==> config.mk <==
export PLATFORM = sky130hd
export DESIGN_NAME = gcpd_skid
export DESIGN_NICKNAME = d
export VERILOG_FILES = /design/src/rtl/gcpd_pkg.sv /design/src/rtl/gcpd_skid.sv
export SDC_FILE = /design/constraint.sdc
export NUM_CORES = 1
export LEC_CHECK = 0
export BUFFER_PORTS_ARGS = -buffer_cell sky130_fd_sc_hd__buf_2
export CAP_MARGIN = 20
export CORE_UTILIZATION = 55
export DETAILED_ROUTE_END_ITERATION = 10
export PLACE_DENSITY = 0.9
export SLEW_MARGIN = 40
export SYNTH_ARGS = -nofsm -noshare
export SYNTH_HDL_FRONTEND = slang
export SYNTH_SLANG_ARGS = --single-unit
==> constraint.sdc <==
create_clock -name clk_i -period 9.7 [get_ports clk_i]
set_clock_uncertainty 0.1 [all_clocks]
set_input_delay 0.485 -clock clk_i [delete_from_list [all_inputs] [get_ports clk_i]]
set_output_delay 0.485 -clock clk_i [all_outputs]
set_load 0.005 [all_outputs]
==> src/rtl/gcpd_pkg.sv <==
package gcpd_pkg;

  localparam int unsigned PixW      = 19;
  localparam int unsigned PixelCount = 1 << PixW;
  localparam int unsigned BitIdxW   = 4;
  localparam int unsigned LevelW    = 8;
  localparam int unsigned CodeW     = 16;
  localparam int unsigned CountW    = 5;
  localparam int unsigned CfgIdxW   = 2;
  localparam int unsigned CfgDataW  = 8;
  localparam int unsigned InDataW   = 40;
  localparam int unsigned OutDataW  = 40;

  localparam logic [CountW-1:0] MaxBits       = CountW'(16);
  localparam logic [CountW-1:0] BitCountReset = CountW'(10);

  // configuration register indexes
  localparam logic [CfgIdxW-1:0] CfgMaskThreshold = 2'd0;
  localparam logic [CfgIdxW-1:0] CfgDropBits      = 2'd1;
  localparam logic [CfgIdxW-1:0] CfgBitCount      = 2'd2;

  typedef struct packed {
    logic [PixW-1:0]  pixel_index;
    logic             code_valid;
    logic [CodeW-1:0] decoded_code;
  } result_t;

  function automatic logic [CodeW-1:0] gray_to_bin(input logic [CodeW-1:0] g);
    logic [CodeW-1:0] b;
    b = g;
    b = b ^ (b >> 1);
    b = b ^ (b >> 2);
    b = b ^ (b >> 4);
    b = b ^ (b >> 8);
    return b;
  endfunction

endpackage

==> src/rtl/gcpd_skid.sv <==
module gcpd_skid (
  input  logic             clk_i,
  input  logic             rst_ni,
  input  logic             res_valid_i,
  input  gcpd_pkg::result_t res_i,
  output logic             adv_o,
  output logic             out_valid_o,
  output gcpd_pkg::result_t out_o,
  input  logic             out_ready_i
);
  import gcpd_pkg::*;

  logic    out_valid_q;
  logic    skid_valid_q;
  result_t out_q;
  result_t skid_q;

  // the pipeline moves whenever the spare slot is empty
  assign adv_o       = ~skid_valid_q;
  assign out_valid_o = out_valid_q;
  assign out_o       = out_q;

  always_ff @(posedge clk_i or negedge rst_ni) begin
    if (!rst_ni) begin
      out_valid_q  <= 1'b0;
      skid_valid_q <= 1'b0;
    end else if (skid_valid_q) begin
      if (out_ready_i) begin
        skid_valid_q <= 1'b0;
      end
    end else if (!out_valid_q || out_ready_i) begin
      out_valid_q <= res_valid_i;
    end else if (res_valid_i) begin
      skid_valid_q <= 1'b1;
    end
  end

  always_ff @(posedge clk_i) begin
    if (skid_valid_q) begin
      if (out_ready_i) begin
        out_q <= skid_q;
      end
    end else if (!out_valid_q || out_ready_i) begin
      out_q <= res_i;
    end else begin
      skid_q <= res_i;
    end
  end

endmodule

==> qor.yml <==
setup_viol: 0
yosysWarnings: 0
nets: 249
yosys.cell_types.count: 11
irDropWorstVdd_mv: 0.109
num_vias: 1429
global_route.usage.total_pct: 19.5
holdCritPathClass: "in2reg"
pwr_density_cell_nw_per_um2: 202
die_area_um2: 5200
dieWidth_um: 72.1
cp.required_ns: 9.61
final_cell_mix: "buf_2 (77), edfxtp_1 (72), mux2_2 (36), clkbuf_8 (11), clkbuf_1 (5)"
status: "finished, final reports clean"
synth.largest_area_cell: "edfxtp_1"
cp_num_buf_inv: 2
cts_sinks: 74
clockRootBuffer: "clkbuf_8"
relSlewSlack_pct: 63.4
chipHeight_um: 72.1
ys_ff_latch: 74
initial_utilization_pct: 57.3
period_share_pct: 21.9
grt_max_degree: 42
io_pins: 78
stdcell_count: 281
coreArea_um2: 4720
via_per_inst: 5.09
tightest_slew_ns: 0.550
rsz0062_at_grt: "no"
max_freq_mhz: 470
cts.reportedPaths.clkPinSlew_ns: 0.07
fin_util_pct: 71.3
htreeDepth: 3
period_needed_ns: 2.13
worstPathCellList: "nor3b_4 > buf_4 > buf_4"
ant_nets: 0
num_antenna_cells: 0
end_kind: "flip-flop"
place_inst: 263
syn_area_per_cell_um2: 22.4
grt_pass1_vias: 1429
syn_area_um2: 2710
synth_top_area_share_pct: 79.9
layout_commonest_cell: "buf_2"
wl_per_cell_um: 16.7
cpMaxStageDelayCell: "dfrtp_4"
cts_resized: 0
synth_nets: 161
hold_viol: 0
hold_ws_ns: 0.245
antenna_found_initial: 0
drt_pre_antenna_iters: 4
cts_tree: "done"
crit_arrival_ns: 2.04
critPathKind: "reg2reg"
setup_tns_ns: 0
rows: 25
cts_buffers: 9
clkLatencyLatePin_ns: 0.33
drc: 0
place_congestion: 0.805
dp_hpwl_um: 3210
layout-area-overhead-vs-synth_pct: 24.4
synthCells: 121
worstSetupStartpointType: "flip-flop"
grt_overflow_total: 0
rrSetupSlack_ns: 7.57
critPathMostFrequentCell: "buf_4"
grt_pass1_wl_um: 7200
drive_gt1_share_pct: 61.2
io_buffer_count: 77
leakage_uw: 0.00129
cts_buffer_depth: 2
slowest_delay_ns: 0.70
maxCapViolations: 0
synth.area.top_cells: "edfxtp_1 (80%), mux2_2 (15%), dfrtp_1 (1.9%)"
ys_seq_area_share_pct: 81.8
cpLargestDelayFamily: "flip-flops"
wl_um: 4700
drt_iter0_drc: 117
crit_fanout: 41
drv_slew: 0
[synthesized netlist by cell type]
library cell / count
a21oi_1: 1
a22o_1: 1
buf_6: 4
dfrtp_1: 2
edfxtp_1: 72
inv_2: 1
mux2_2: 36
nand2b_1: 1
nor2_1: 1
nor3b_1: 1
o21bai_1: 1
[kinds of logic (layout without fill, tap and decap cells)]
family / count (synthesis) / count (layout) / share of synthesized area (%)
buffers and inverters: 5 / 98 / 1.80
AND/OR/NAND/NOR: 3 / 3 / 0.648
AO/OA/AOI/OAI: 3 / 3 / 0.786
multiplexers: 36 / 36 / 15.0
flip-flops: 74 / 74 / 81.8
[report_power, final]
group	switching [µW]	internal [µW]	total (µW)	leakage, µW
Clock	98.2	108	206	0.0000850
Sequential	14.8	390	405	0.000720
Combinational	32.1	37.8	69.9	0.000481
[through the flow]
step / instance area (µm²) / worst slack [ns] / power, µW
floorplan: 2710 / 5.85 / 444
global placement: 3150 / 7.03 / 476
detailed placement: 3180 / 7.26 / 482
CTS: 3360 / 7.25 / 686
global route: 3370 / 7.45 / 709
finish: 3370 / 7.57 / 681
[flip-flops by register name, indices dropped and copies added (netlist names)]
| name | flops |
|---|---|
| out_o | 36 |
| skid_q | 36 |
| out_valid_o | 1 |
| skid_valid_q | 1 |
[routing by layer]
layer	up-vias	global-route usage, %	wire [µm]
met2	50	31.9	2460
met3	10	6.81	196
met5	-	0	0
li1	660	-	-
met1	709	24.6	1950
met4	0	6.54	93
[cell type report]
class                      count  area [µm²]
multi-input combinational     42         467
fill                         283        1360
sequential                    74        2220
tap                           67        83.8
timing repair buffer          81         425
inverter                       1        3.75
clock buffer                  16         170
[path summary, 6_finish.rpt]
check                                             from                      to  cells past startpoint
min in group asynchronous                       rst_ni  skid_valid_q$_DFF_PN0_                      2
worst min-delay path                         res_i[32]    skid_q[32]$_DFFE_PP_                      1
worst max register to register  skid_valid_q$_DFF_PN0_    skid_q[23]$_DFFE_PP_                      3
worst max-delay path            skid_valid_q$_DFF_PN0_    skid_q[23]$_DFFE_PP_                      3
worst min register to register    skid_q[23]$_DFFE_PP_     out_o[23]$_DFFE_PP_                      1
max in group asynchronous                       rst_ni  skid_valid_q$_DFF_PN0_                      2
[repair_timing]
| item | 4_1_cts | 5_1_grt |
|---|---|---|
| hold buffers | 1 | 0 |
| buffers inserted | 0 | 0 |
| endpoints found under the hold margin | 2 | 0 |
Power figures use the tool's default switching activity.
